==> src/rtl/core/csl_pkg.sv <==
// Shared types, token codes and byte classification for the lexer.
// Used by csl_ctrl, csl_dp and c_subset_lexer_unit; no dependencies.
package csl_pkg;

  localparam int OUT_LIMIT = 10;
  localparam logic [23:0] LINE_MAX = 24'hFFFFFF;

  localparam logic [4:0] KIND_END     = 5'd0;
  localparam logic [4:0] KIND_PLUS    = 5'd1;
  localparam logic [4:0] KIND_MINUS   = 5'd2;
  localparam logic [4:0] KIND_STAR    = 5'd3;
  localparam logic [4:0] KIND_SLASH   = 5'd4;
  localparam logic [4:0] KIND_LPAREN  = 5'd5;
  localparam logic [4:0] KIND_RPAREN  = 5'd6;
  localparam logic [4:0] KIND_LBRACE  = 5'd7;
  localparam logic [4:0] KIND_RBRACE  = 5'd8;
  localparam logic [4:0] KIND_SEMI    = 5'd9;
  localparam logic [4:0] KIND_ASSIGN  = 5'd10;
  localparam logic [4:0] KIND_EQ      = 5'd11;
  localparam logic [4:0] KIND_NE      = 5'd12;
  localparam logic [4:0] KIND_GT      = 5'd13;
  localparam logic [4:0] KIND_GE      = 5'd14;
  localparam logic [4:0] KIND_LT      = 5'd15;
  localparam logic [4:0] KIND_LE      = 5'd16;
  localparam logic [4:0] KIND_NUMBER  = 5'd17;
  localparam logic [4:0] KIND_IDENT   = 5'd18;
  localparam logic [4:0] KIND_INT     = 5'd19;
  localparam logic [4:0] KIND_VOID    = 5'd20;
  localparam logic [4:0] KIND_RETURN  = 5'd21;
  localparam logic [4:0] KIND_PRINT   = 5'd22;
  localparam logic [4:0] KIND_UNKNOWN = 5'd23;
  localparam logic [4:0] KIND_BANG    = 5'd24;
  localparam logic [4:0] KIND_TOOLONG = 5'd25;
  localparam logic [4:0] KIND_TEXT    = 5'd26;

  // keywords packed first character in the low byte
  localparam logic [23:0] KW_INT    = 24'h746E69;
  localparam logic [31:0] KW_VOID   = 32'h64696F76;
  localparam logic [47:0] KW_RETURN = 48'h6E7275746572;
  localparam logic [39:0] KW_PRINT  = 40'h746E697270;

  typedef enum logic [1:0] {
    MODE_IDLE, MODE_NUMBER, MODE_IDENT, MODE_DISCARD
  } mode_t;

  typedef enum logic [2:0] {
    OP_NONE, OP_ASSIGN, OP_BANG, OP_LESS, OP_GREATER
  } op_t;

  typedef enum logic [2:0] {
    FC_SKIP, FC_SINGLE, FC_PEND, FC_DIGIT, FC_LETTER, FC_UNKNOWN
  } fclass_t;

  typedef enum logic [1:0] {
    SEL_TOKEN, SEL_IDHEAD, SEL_WORD, SEL_FRESH
  } sel_t;

  typedef enum logic [2:0] {
    S_IDLE, S_EVAL, S_TOKEN, S_IDHEAD, S_WORD, S_FRESH
  } state_t;

  typedef struct packed {
    logic  capture;
    logic  eval;
    logic  pend_clear;
    logic  acc_step;
    logic  id_push;
    logic  mode_we;
    mode_t mode_val;
    logic  fresh;
    logic  word_clr;
    logic  word_inc;
    logic  emit;
    sel_t  sel;
    logic  last;
  } cmd_t;

  typedef struct packed {
    logic  pend_any;
    logic  eq;
    mode_t mode;
    logic  digit;
    logic  alnum;
    logic  id_full;
    logic  is_kw;
    logic  fresh_emits;
    logic  word_last;
    logic  slot_free;
  } status_t;

  function automatic fclass_t classify(input logic [7:0] c);
    fclass_t r;
    case (c) inside
      8'h20, 8'h09, 8'h0A, 8'h0B: r = FC_SKIP;
      8'h2B, 8'h2D, 8'h2A, 8'h2F, 8'h28, 8'h29, 8'h7B, 8'h7D, 8'h3B: r = FC_SINGLE;
      8'h3D, 8'h21, 8'h3C, 8'h3E: r = FC_PEND;
      [8'h30:8'h39]: r = FC_DIGIT;
      [8'h61:8'h7A], [8'h41:8'h5A]: r = FC_LETTER;
      default: r = FC_UNKNOWN;
    endcase
    return r;
  endfunction

  function automatic logic [4:0] single_kind(input logic [7:0] c);
    logic [4:0] k;
    case (c)
      8'h2B: k = KIND_PLUS;
      8'h2D: k = KIND_MINUS;
      8'h2A: k = KIND_STAR;
      8'h2F: k = KIND_SLASH;
      8'h28: k = KIND_LPAREN;
      8'h29: k = KIND_RPAREN;
      8'h7B: k = KIND_LBRACE;
      8'h7D: k = KIND_RBRACE;
      default: k = KIND_SEMI;
    endcase
    return k;
  endfunction

  function automatic op_t pend_op(input logic [7:0] c);
    op_t o;
    case (c)
      8'h3D: o = OP_ASSIGN;
      8'h21: o = OP_BANG;
      8'h3C: o = OP_LESS;
      default: o = OP_GREATER;
    endcase
    return o;
  endfunction

  function automatic logic [4:0] op_kind(input op_t op, input logic eq);
    logic [4:0] k;
    case (op)
      OP_ASSIGN: k = eq ? KIND_EQ : KIND_ASSIGN;
      OP_BANG:   k = eq ? KIND_NE : KIND_BANG;
      OP_LESS:   k = eq ? KIND_LE : KIND_LT;
      default:   k = eq ? KIND_GE : KIND_GT;
    endcase
    return k;
  endfunction

endpackage

==> src/rtl/core/c_subset_lexer_unit.sv <==
// Top level of the C subset lexer: controller plus datapath.
// Depends on csl_pkg, csl_ctrl, csl_dp (and csl_ram through csl_dp).
//
//   channel  handshake            payload
//   input    in_valid/in_stall    byte_req, end_of_input
//   output   out_valid/out_stall  kind, value, id_length, text, line, last
//
// Capture and evaluate come first; a digit or letter that extends a
// number or identifier needs no more. Each token adds an emit state, and a
// byte lexed afresh (idle, or after the token it ends) adds a fresh state
// with its own token if any; a non-keyword identifier is sent as a head plus 8-byte words.
// Emission holds while the output register keeps a stalled transaction.
// Reset: line counter to 1, lexer idle, no pending operator.
module c_subset_lexer_unit #(
  parameter int MAX_ID = 64
) (
  input  logic                          clk,
  input  logic                          rst,
  input  logic                          in_valid,
  output logic                          in_stall,
  input  logic [7:0]                    byte_req,
  input  logic                          end_of_input,
  output logic                          out_valid,
  input  logic                          out_stall,
  output logic [4:0]                    kind,
  output logic [31:0]                   value,
  output logic [$clog2(MAX_ID+1)-1:0]   id_length,
  output logic [63:0]                   text,
  output logic [23:0]                   line,
  output logic                          last
);
  import csl_pkg::*;

  cmd_t    cmd;
  status_t st;

  csl_ctrl u_ctrl (
    .clk      (clk),
    .rst      (rst),
    .in_valid (in_valid),
    .in_stall (in_stall),
    .st       (st),
    .cmd      (cmd)
  );

  csl_dp #(.MAX_ID(MAX_ID)) u_dp (
    .clk          (clk),
    .rst          (rst),
    .byte_req     (byte_req),
    .end_of_input (end_of_input),
    .cmd          (cmd),
    .st           (st),
    .out_stall    (out_stall),
    .out_valid    (out_valid),
    .kind         (kind),
    .value        (value),
    .id_length    (id_length),
    .text         (text),
    .line         (line),
    .last         (last)
  );
endmodule

==> src/rtl/core/csl_ram.sv <==
// Generic single-port-write RAM with registered read.
// No dependencies.
module csl_ram #(
  parameter int WIDTH = 64,
  parameter int DEPTH = 8
) (
  input  logic                                          clk,
  input  logic                                          we,
  input  logic [((DEPTH > 1) ? $clog2(DEPTH) : 1)-1:0]  waddr,
  input  logic [WIDTH-1:0]                              wdata,
  input  logic [((DEPTH > 1) ? $clog2(DEPTH) : 1)-1:0]  raddr,
  output logic [WIDTH-1:0]                              rdata
);
  logic [WIDTH-1:0] mem [DEPTH];

  always_ff @(posedge clk) begin
    if (we) begin
      mem[waddr] <= wdata;
    end
    rdata <= mem[raddr];
  end
endmodule

==> src/rtl/core/csl_ctrl.sv <==
// Lexer controller: sequences capture, evaluation and token emission.
// Depends on csl_pkg; drives csl_dp through cmd_t, reads status_t.
module csl_ctrl (
  input  logic             clk,
  input  logic             rst,
  input  logic             in_valid,
  output logic             in_stall,
  input  csl_pkg::status_t st,
  output csl_pkg::cmd_t    cmd
);
  import csl_pkg::*;

  state_t     state, state_next;
  logic       fresh_need, fresh_need_next;
  logic [3:0] emit_cnt;
  logic       can_emit, go;

  assign can_emit = emit_cnt < 4'(OUT_LIMIT);
  // past the result limit, walk on without output
  assign go       = st.slot_free || !can_emit;
  assign in_stall = state != S_IDLE;

  always_ff @(posedge clk) begin
    if (rst) begin
      state      <= S_IDLE;
      fresh_need <= 1'b0;
      emit_cnt   <= '0;
    end else begin
      state      <= state_next;
      fresh_need <= fresh_need_next;
      if (cmd.capture) begin
        emit_cnt <= '0;
      end else if (cmd.emit) begin
        emit_cnt <= emit_cnt + 4'd1;
      end
    end
  end

  always_comb begin
    state_next = state;
    case (state)
      S_IDLE: begin
        if (in_valid) state_next = S_EVAL;
      end
      S_EVAL: begin
        if (st.pend_any) begin
          state_next = S_TOKEN;
        end else begin
          case (st.mode)
            MODE_NUMBER:  state_next = st.digit ? S_IDLE : S_TOKEN;
            MODE_IDENT: begin
              if (st.alnum) state_next = st.id_full ? S_TOKEN : S_IDLE;
              else          state_next = st.is_kw ? S_TOKEN : S_IDHEAD;
            end
            MODE_DISCARD: state_next = st.alnum ? S_IDLE : S_FRESH;
            default:      state_next = S_FRESH;
          endcase
        end
      end
      S_TOKEN: begin
        if (go) state_next = fresh_need ? S_FRESH : S_IDLE;
      end
      S_IDHEAD: begin
        if (go) state_next = S_WORD;
      end
      S_WORD: begin
        if (go && st.word_last) state_next = S_FRESH;
      end
      S_FRESH: begin
        if (go || !st.fresh_emits) state_next = S_IDLE;
      end
      default: state_next = S_IDLE;
    endcase
  end

  always_comb begin
    cmd             = '0;
    cmd.mode_val    = MODE_IDLE;
    cmd.sel         = SEL_TOKEN;
    fresh_need_next = fresh_need;
    case (state)
      S_IDLE: begin
        cmd.capture = in_valid;
      end
      S_EVAL: begin
        cmd.eval = 1'b1;
        if (st.pend_any) begin
          cmd.pend_clear  = 1'b1;
          fresh_need_next = !st.eq;
        end else begin
          case (st.mode)
            MODE_NUMBER: begin
              if (st.digit) begin
                cmd.acc_step = 1'b1;
              end else begin
                cmd.mode_we     = 1'b1;
                fresh_need_next = 1'b1;
              end
            end
            MODE_IDENT: begin
              if (st.alnum) begin
                if (st.id_full) begin
                  cmd.mode_we     = 1'b1;
                  cmd.mode_val    = MODE_DISCARD;
                  fresh_need_next = 1'b0;
                end else begin
                  cmd.id_push = 1'b1;
                end
              end else begin
                cmd.mode_we     = 1'b1;
                cmd.word_clr    = 1'b1;
                fresh_need_next = 1'b1;
              end
            end
            MODE_DISCARD: begin
              cmd.mode_we = !st.alnum;
            end
            default: ;
          endcase
        end
      end
      S_TOKEN: begin
        cmd.emit = go && can_emit;
        cmd.sel  = SEL_TOKEN;
        cmd.last = !fresh_need || !st.fresh_emits;
      end
      S_IDHEAD: begin
        cmd.emit = go && can_emit;
        cmd.sel  = SEL_IDHEAD;
        cmd.last = 1'b0;
      end
      S_WORD: begin
        cmd.emit     = go && can_emit;
        cmd.sel      = SEL_WORD;
        cmd.last     = st.word_last && !st.fresh_emits;
        cmd.word_inc = go && !st.word_last;
      end
      S_FRESH: begin
        cmd.sel   = SEL_FRESH;
        cmd.last  = 1'b1;
        cmd.emit  = st.fresh_emits && go && can_emit;
        cmd.fresh = go || !st.fresh_emits;
      end
      default: ;
    endcase
    if (emit_cnt == 4'(OUT_LIMIT - 1)) cmd.last = 1'b1;
  end
endmodule

==> src/rtl/core/csl_dp.sv <==
// Lexer datapath: lexer state, identifier word store and result register.
// Depends on csl_pkg and csl_ram; commanded by csl_ctrl.
module csl_dp #(
  parameter int MAX_ID = 64
) (
  input  logic                          clk,
  input  logic                          rst,
  input  logic [7:0]                    byte_req,
  input  logic                          end_of_input,
  input  csl_pkg::cmd_t                 cmd,
  output csl_pkg::status_t              st,
  input  logic                          out_stall,
  output logic                          out_valid,
  output logic [4:0]                    kind,
  output logic [31:0]                   value,
  output logic [$clog2(MAX_ID+1)-1:0]   id_length,
  output logic [63:0]                   text,
  output logic [23:0]                   line,
  output logic                          last
);
  import csl_pkg::*;

  localparam int CW    = $clog2(MAX_ID + 1);
  localparam int WORDS = (MAX_ID + 7) / 8;
  localparam int WAW   = (WORDS > 1) ? $clog2(WORDS) : 1;

  logic [7:0]     c;
  logic           eoi;
  logic [23:0]    line_cnt;
  mode_t          mode;
  op_t            pend;
  logic [31:0]    acc;
  logic [CW-1:0]  count;
  logic [63:0]    word;
  logic [4:0]     tok;
  logic [WAW-1:0] widx, widx_next;

  fclass_t        fc;
  logic           digit, letter, eq;
  logic [3:0]     dval;
  logic [4:0]     kw_kind, tok_next, fresh_kind;
  logic           push, push_start;
  logic [CW-1:0]  base;
  logic [2:0]     pos;
  logic [63:0]    word_new;
  logic [63:0]    ram_rd;
  logic [WAW-1:0] last_idx;

  assign fc     = classify(c);
  assign digit  = !eoi && fc == FC_DIGIT;
  assign letter = !eoi && fc == FC_LETTER;
  assign eq     = !eoi && c == 8'h3D;
  assign dval   = 4'(c - 8'h30);

  always_comb begin
    kw_kind = KIND_IDENT;
    if (count == CW'(3) && word[23:0] == KW_INT) kw_kind = KIND_INT;
    else if (count == CW'(4) && word[31:0] == KW_VOID) kw_kind = KIND_VOID;
    else if (count == CW'(6) && word[47:0] == KW_RETURN) kw_kind = KIND_RETURN;
    else if (count == CW'(5) && word[39:0] == KW_PRINT) kw_kind = KIND_PRINT;
  end

  always_comb begin
    if (pend != OP_NONE)         tok_next = op_kind(pend, eq);
    else if (mode == MODE_NUMBER) tok_next = KIND_NUMBER;
    else if (digit || letter)     tok_next = KIND_TOOLONG;
    else                          tok_next = kw_kind;
  end

  always_comb begin
    if (eoi)                  fresh_kind = KIND_END;
    else if (fc == FC_SINGLE) fresh_kind = single_kind(c);
    else                      fresh_kind = KIND_UNKNOWN;
  end

  // character push into the current word; a full word goes to the store
  assign push_start = cmd.fresh && letter;
  assign push       = cmd.id_push || push_start;
  assign base       = push_start ? '0 : count;
  assign pos        = base[2:0];
  assign word_new   = (pos == 3'd0 ? 64'd0 : word) | ({56'd0, c} << {pos, 3'b000});

  assign last_idx  = WAW'((count - CW'(1)) >> 3);
  assign widx_next = cmd.word_clr ? '0 : (cmd.word_inc ? widx + WAW'(1) : widx);

  csl_ram #(.WIDTH(64), .DEPTH(WORDS)) u_words (
    .clk   (clk),
    .we    (push && pos == 3'd7),
    .waddr (WAW'(base >> 3)),
    .wdata (word_new),
    .raddr (widx_next),
    .rdata (ram_rd)
  );

  always_comb begin
    st.pend_any    = pend != OP_NONE;
    st.eq          = eq;
    st.mode        = mode;
    st.digit       = digit;
    st.alnum       = digit || letter;
    st.id_full     = count == CW'(MAX_ID);
    st.is_kw       = kw_kind != KIND_IDENT;
    st.fresh_emits = eoi || fc == FC_SINGLE || fc == FC_UNKNOWN;
    st.word_last   = widx == last_idx;
    st.slot_free   = !out_valid || !out_stall;
  end

  always_ff @(posedge clk) begin
    if (rst) begin
      line_cnt  <= 24'd1;
      mode      <= MODE_IDLE;
      pend      <= OP_NONE;
      acc       <= '0;
      count     <= '0;
      out_valid <= 1'b0;
    end else begin
      if (cmd.capture && !end_of_input && byte_req == 8'h0A && line_cnt != LINE_MAX) begin
        line_cnt <= line_cnt + 24'd1;
      end
      if (cmd.pend_clear) pend <= OP_NONE;
      if (cmd.mode_we)    mode <= cmd.mode_val;
      if (cmd.acc_step)   acc <= (acc << 3) + (acc << 1) + {28'd0, dval};
      if (push)           count <= base + CW'(1);
      if (cmd.fresh && !eoi) begin
        case (fc)
          FC_PEND:   pend <= pend_op(c);
          FC_DIGIT: begin
            acc  <= {28'd0, dval};
            mode <= MODE_NUMBER;
          end
          FC_LETTER: mode <= MODE_IDENT;
          default: ;
        endcase
      end
      if (cmd.emit)           out_valid <= 1'b1;
      else if (!out_stall)    out_valid <= 1'b0;
    end
  end

  always_ff @(posedge clk) begin
    if (cmd.capture) begin
      c   <= byte_req;
      eoi <= end_of_input;
    end
    if (cmd.eval) tok <= tok_next;
    if (push)     word <= word_new;
    widx <= widx_next;
    if (cmd.emit) begin
      line <= line_cnt;
      last <= cmd.last;
      case (cmd.sel)
        SEL_TOKEN: begin
          kind      <= tok;
          value     <= (tok == KIND_NUMBER) ? acc : '0;
          id_length <= '0;
          text      <= '0;
        end
        SEL_IDHEAD: begin
          kind      <= KIND_IDENT;
          value     <= '0;
          id_length <= count;
          text      <= '0;
        end
        SEL_WORD: begin
          kind      <= KIND_TEXT;
          value     <= '0;
          id_length <= '0;
          text      <= (count[2:0] != 3'd0 && widx == last_idx) ? word : ram_rd;
        end
        default: begin
          kind      <= fresh_kind;
          value     <= '0;
          id_length <= '0;
          text      <= '0;
        end
      endcase
    end
  end
endmodule
==> config.mk <==
export PLATFORM = sky130hd
export DESIGN_NAME = c_subset_lexer_unit
export DESIGN_NICKNAME = d
export VERILOG_FILES = /design/src/rtl/core/csl_pkg.sv /design/src/rtl/core/c_subset_lexer_unit.sv /design/src/rtl/core/csl_ram.sv /design/src/rtl/core/csl_ctrl.sv /design/src/rtl/core/csl_dp.sv
export SDC_FILE = /design/constraint.sdc
export NUM_CORES = 1
export LEC_CHECK = 0
export BUFFER_PORTS_ARGS = -buffer_cell sky130_fd_sc_hd__clkbuf_2
export CORE_UTILIZATION = 40
export CTS_CLUSTER_SIZE = 30
export DETAILED_ROUTE_END_ITERATION = 10
export SETUP_SLACK_MARGIN = 0.5
export SYNTH_ARGS = -nofsm -noshare
export SYNTH_HDL_FRONTEND = slang
export SYNTH_SLANG_ARGS = --single-unit
==> constraint.sdc <==
create_clock -name clk -period 16.2 [get_ports clk]
set_input_delay 1.62 -clock clk [delete_from_list [all_inputs] [get_ports clk]]
set_output_delay 1.62 -clock clk [all_outputs]
set_load 0.02 [all_outputs]
==> results.sh <==
export IMPL_mostFrequentLayoutCell="edfxtp_1"
export IMPL_clock_path_buffers=3
export IMPL_first_pass_iters=5
export IMPL_setup_slack_ns=10.30
export IMPL_r2r_start="u_ctrl.state[0]$_SDFFE_PP0P_"
export IMPL_cts_hold_buffers=0
export IMPL_synth_xor_area_share=0.0124
export IMPL_drv_cap=0
export IMPL_end_kind="flop"
export IMPL_start_util=0.406
export IMPL_rr_endpoint="u_dp.u_words.rdata[33]$_DFF_P_"
export IMPL_placed_cells=3802
export IMPL_async_flop_share=0
export IMPL_io_buffers=147
export IMPL_ys_flop_type="edfxtp_1"
export IMPL_irDropWorstVdd_v=0.000178
export IMPL_max_freq_mhz=170
export IMPL_final_cell_mix="edfxtp_1, nand2_1, nor2_1, clkbuf_2, dfxtp_1"
export IMPL_cts_tree="done"
export IMPL_h_tree_depth=3
export IMPL_nets=2805
export IMPL_worstPathRequired_ns=16.77
export IMPL_routedWlPerCell_um=24.6
export IMPL_power_density_nw_per_um2=161
export IMPL_synth_edf_count=723
export IMPL_cp_max_fo=120
export IMPL_drt_iter0_drc=2186
export IMPL_worstMarginPinSlew_ns=1.21
export IMPL_clock_skew_ns=0.0554
export IMPL_synth_top_family_by_area="compound AO/OA/AOI/OAI gates"
export IMPL_synth_distinct_cells=86
export IMPL_rsz0062_at_grt="false"
export IMPL_grt_pass1_wl_um=146000
export IMPL_finalPower_uw=6690
export IMPL_design_portCount=148
export IMPL_dpl_worst_slack_ns=10.26
export IMPL_finalSetupViolCount=0
export IMPL_drcViolationCount=0
export IMPL_root_buffer="clkbuf_16"
export IMPL_drive_above_1_share=0.187
export IMPL_die_area_um2=93200
export IMPL_cp_arrival_ns=6.46
export IMPL_fp_dieH_um=305
export IMPL_syn_to_final_growth_pct=13.1
export IMPL_fill_cells=7874
export IMPL_num_vias=23000
export IMPL_min_path_cells=0
export IMPL_period_share=0.364
export IMPL_grt_pass1_vias=23300
export IMPL_synth_cells=2610
export IMPL_totalWireLength_um=97500
export IMPL_synthMuxAreaShare=0.0258
export IMPL_synth_nets=2698
export IMPL_relSlewSlack=0.189
export IMPL_timing_final_hold_violations=0
export IMPL_grtUsageTotal=0.206
export IMPL_ant_nets=0
export IMPL_r2r_cells=11
export IMPL_synth_seq_cells=867
export IMPL_startpoint_type="flop"
export IMPL_slowest_stage="buf_4"
export IMPL_maxSlewViolCount=0
export IMPL_grt_max_degree=157
export IMPL_avgSynthCellArea_um2=14.1
export IMPL_numCtsBuffers=89
export IMPL_syn_area_um2=36800
export IMPL_clkSinkCount=867
export IMPL_n_antenna_cell=0
export IMPL_clock_latency_ns=0.68
export IMPL_outcome="completed"
export IMPL_p_leak_uw=0.0143
export IMPL_post_cts_buffers=0
export IMPL_fin_tns_setup_ns=0
export IMPL_instances_no_fill=3968
export IMPL_synthAdderAreaFrac=0.0259
export IMPL_min_period_ns=5.90
export IMPL_hold_class="flop to flop"
export IMPL_crit_chain="nor2b_1 > nor2b_1 > nand2_2 > a211oi_2 > a41o_2 > buf_4 > inv_8 > nand2_2 > buf_4 > o32ai_1 > o41ai_2"
export IMPL_place_hpwl_um=53700
export IMPL_hp_start="u_dp.line_cnt[12]$_SDFFE_PP0P_"
export IMPL_synth_simple_area_share=0.116
export IMPL_finalInstanceArea_um2=41600
export IMPL_core_um2=90600
export IMPL_cts_resized_gates=0
export IMPL_critPathKind="flop to flop"
export IMPL_clkTransAtPathRegs_ns=0.06
export IMPL_grt_overflow=0
export IMPL_rrSetupSlack_ns=10.30
export IMPL_hold_end="u_dp.line[12]$_DFFE_PP_"
export IMPL_placed_cell_area_um2=38700
export IMPL_vias_per_cell=5.79
export IMPL_synth_compound_area_frac=0.127
export IMPL_gp_congestion=0.864
export IMPL_fp_row_count=110
export IMPL_cpPeakStageDelay_ns=0.79
export IMPL_die_x_um=305
export IMPL_antenna_found_initial=1
export IMPL_seq_area_frac_synth=0.668
export IMPL_ys_warn_count=0
==> cells in the mapped netlist, drive strengths merged, types with 68 or more instances <==
cell type / instances / share of area
dfxtp: 144 / 0.078
a21oi: 75 / 0.010
clkbuf: 98 / 0.010
o2111ai: 68 / 0.023
a21boi: 68 / 0.014
nor2: 151 / 0.015
nand3b: 74 / 0.015
nand2: 226 / 0.023
edfxtp: 723 / 0.59
ha: 73 / 0.025
nor3: 93 / 0.013
or3: 79 / 0.013
buf: 76 / 0.011
==> layout make-up <==
| type | count | area [µm²] | share of cell area |
|---|---|---|---|
| clock buffers | 119 | 2430 | 0.0584 |
| multi-input cells | 1539 | 11400 | 0.275 |
| inverters | 30 | 120 | 0.00289 |
| well taps | 1176 | 1470 | 0.0354 |
| repair buffers | 190 | 1080 | 0.0260 |
| flip-flops and latches | 867 | 24600 | 0.591 |
| clock inverters | 47 | 485 | 0.0117 |
==> kinds of logic after synthesis <==
| kind of cell | count (synthesis) |
|---|---|
| flip-flops | 867 |
| AND/OR/NAND/NOR | 815 |
| AO/OA/AOI/OAI | 525 |
| buffers and inverters | 204 |
| adder cells (fa/ha/maj) | 75 |
| multiplexers | 72 |
| XOR/XNOR | 52 |
==> per-stage QoR <==
step / util / hold WS, ns
floorplan: - / 0.432
CTS: 0.460 / 0.479
detailed placement: 0.427 / 0.461
finish: 0.460 / 0.477
global route: 0.460 / 0.497
global placement: 0.427 / 0.450
==> per-layer routing <==
metal | vias to the layer above | track usage | wire length (µm)
met5 | - | 0 | 0
li1 | 10400 | - | -
met3 | 146 | 0.0275 | 5670
met1 | 11700 | 0.268 | 40600
met4 | 0 | 0.0723 | 2530
met2 | 774 | 0.353 | 48600
==> critical path, delay by kind of cell, from the launching register on <==
kind                   cells  cell delay, ns
flip-flops                 1            0.59
AO/OA/AOI/OAI              4            1.27
buffers and inverters      3            2.05
AND/OR/NAND/NOR            4            1.78
==> state kept, by name, indices dropped and copies added (netlist names), 5 cells and up <==
signal / cells
u_dp.tok: 5
u_dp.line: 24
u_dp.u_words.rdata: 64
u_dp.value: 32
u_dp.acc: 32
u_dp.line_cnt: 24
u_dp.count: 7
u_dp.word: 64
u_dp.id_length: 7
u_dp.kind: 5
u_dp.text: 64
u_dp.u_words.mem: 512
u_dp.c: 8
==> worst max path at each step <==
| stage | from | end | slack (ns) | depth (start not counted) |
|---|---|---|---|---|
| after floorplan | u_dp.c[1]$_DFFE_PP_ | u_dp.u_words.mem[6][0]$_DFFE_PP_ | 8.85 | 9 |
| after global placement | out_stall | u_dp.u_words.rdata[63]$_DFF_P_ | 10.34 | 11 |
| after detailed placement | out_stall | u_dp.u_words.rdata[33]$_DFF_P_ | 10.26 | 11 |
| after CTS | u_ctrl.state[0]$_SDFFE_PP0P_ | u_dp.u_words.rdata[60]$_DFF_P_ | 10.39 | 11 |
| after global routing | u_ctrl.state[0]$_SDFFE_PP0P_ | u_dp.u_words.rdata[57]$_DFF_P_ | 10.06 | 11 |
| final | u_ctrl.state[0]$_SDFFE_PP0P_ | u_dp.u_words.rdata[33]$_DFF_P_ | 10.30 | 11 |
==> report_power, final <==
| part | internal, µW | switching (µW) | total [µW] | leakage, µW |
|---|---|---|---|---|
| combinational | 637 | 1320 | 1960 | 0.00500 |
| clock | 1150 | 886 | 2040 | 0.00142 |
| sequential | 2630 | 66.4 | 2700 | 0.00792 |
| total | 4420 | 2270 | 6690 | 0.0143 |
No activity file was read; power rests on OpenSTA's default activity.
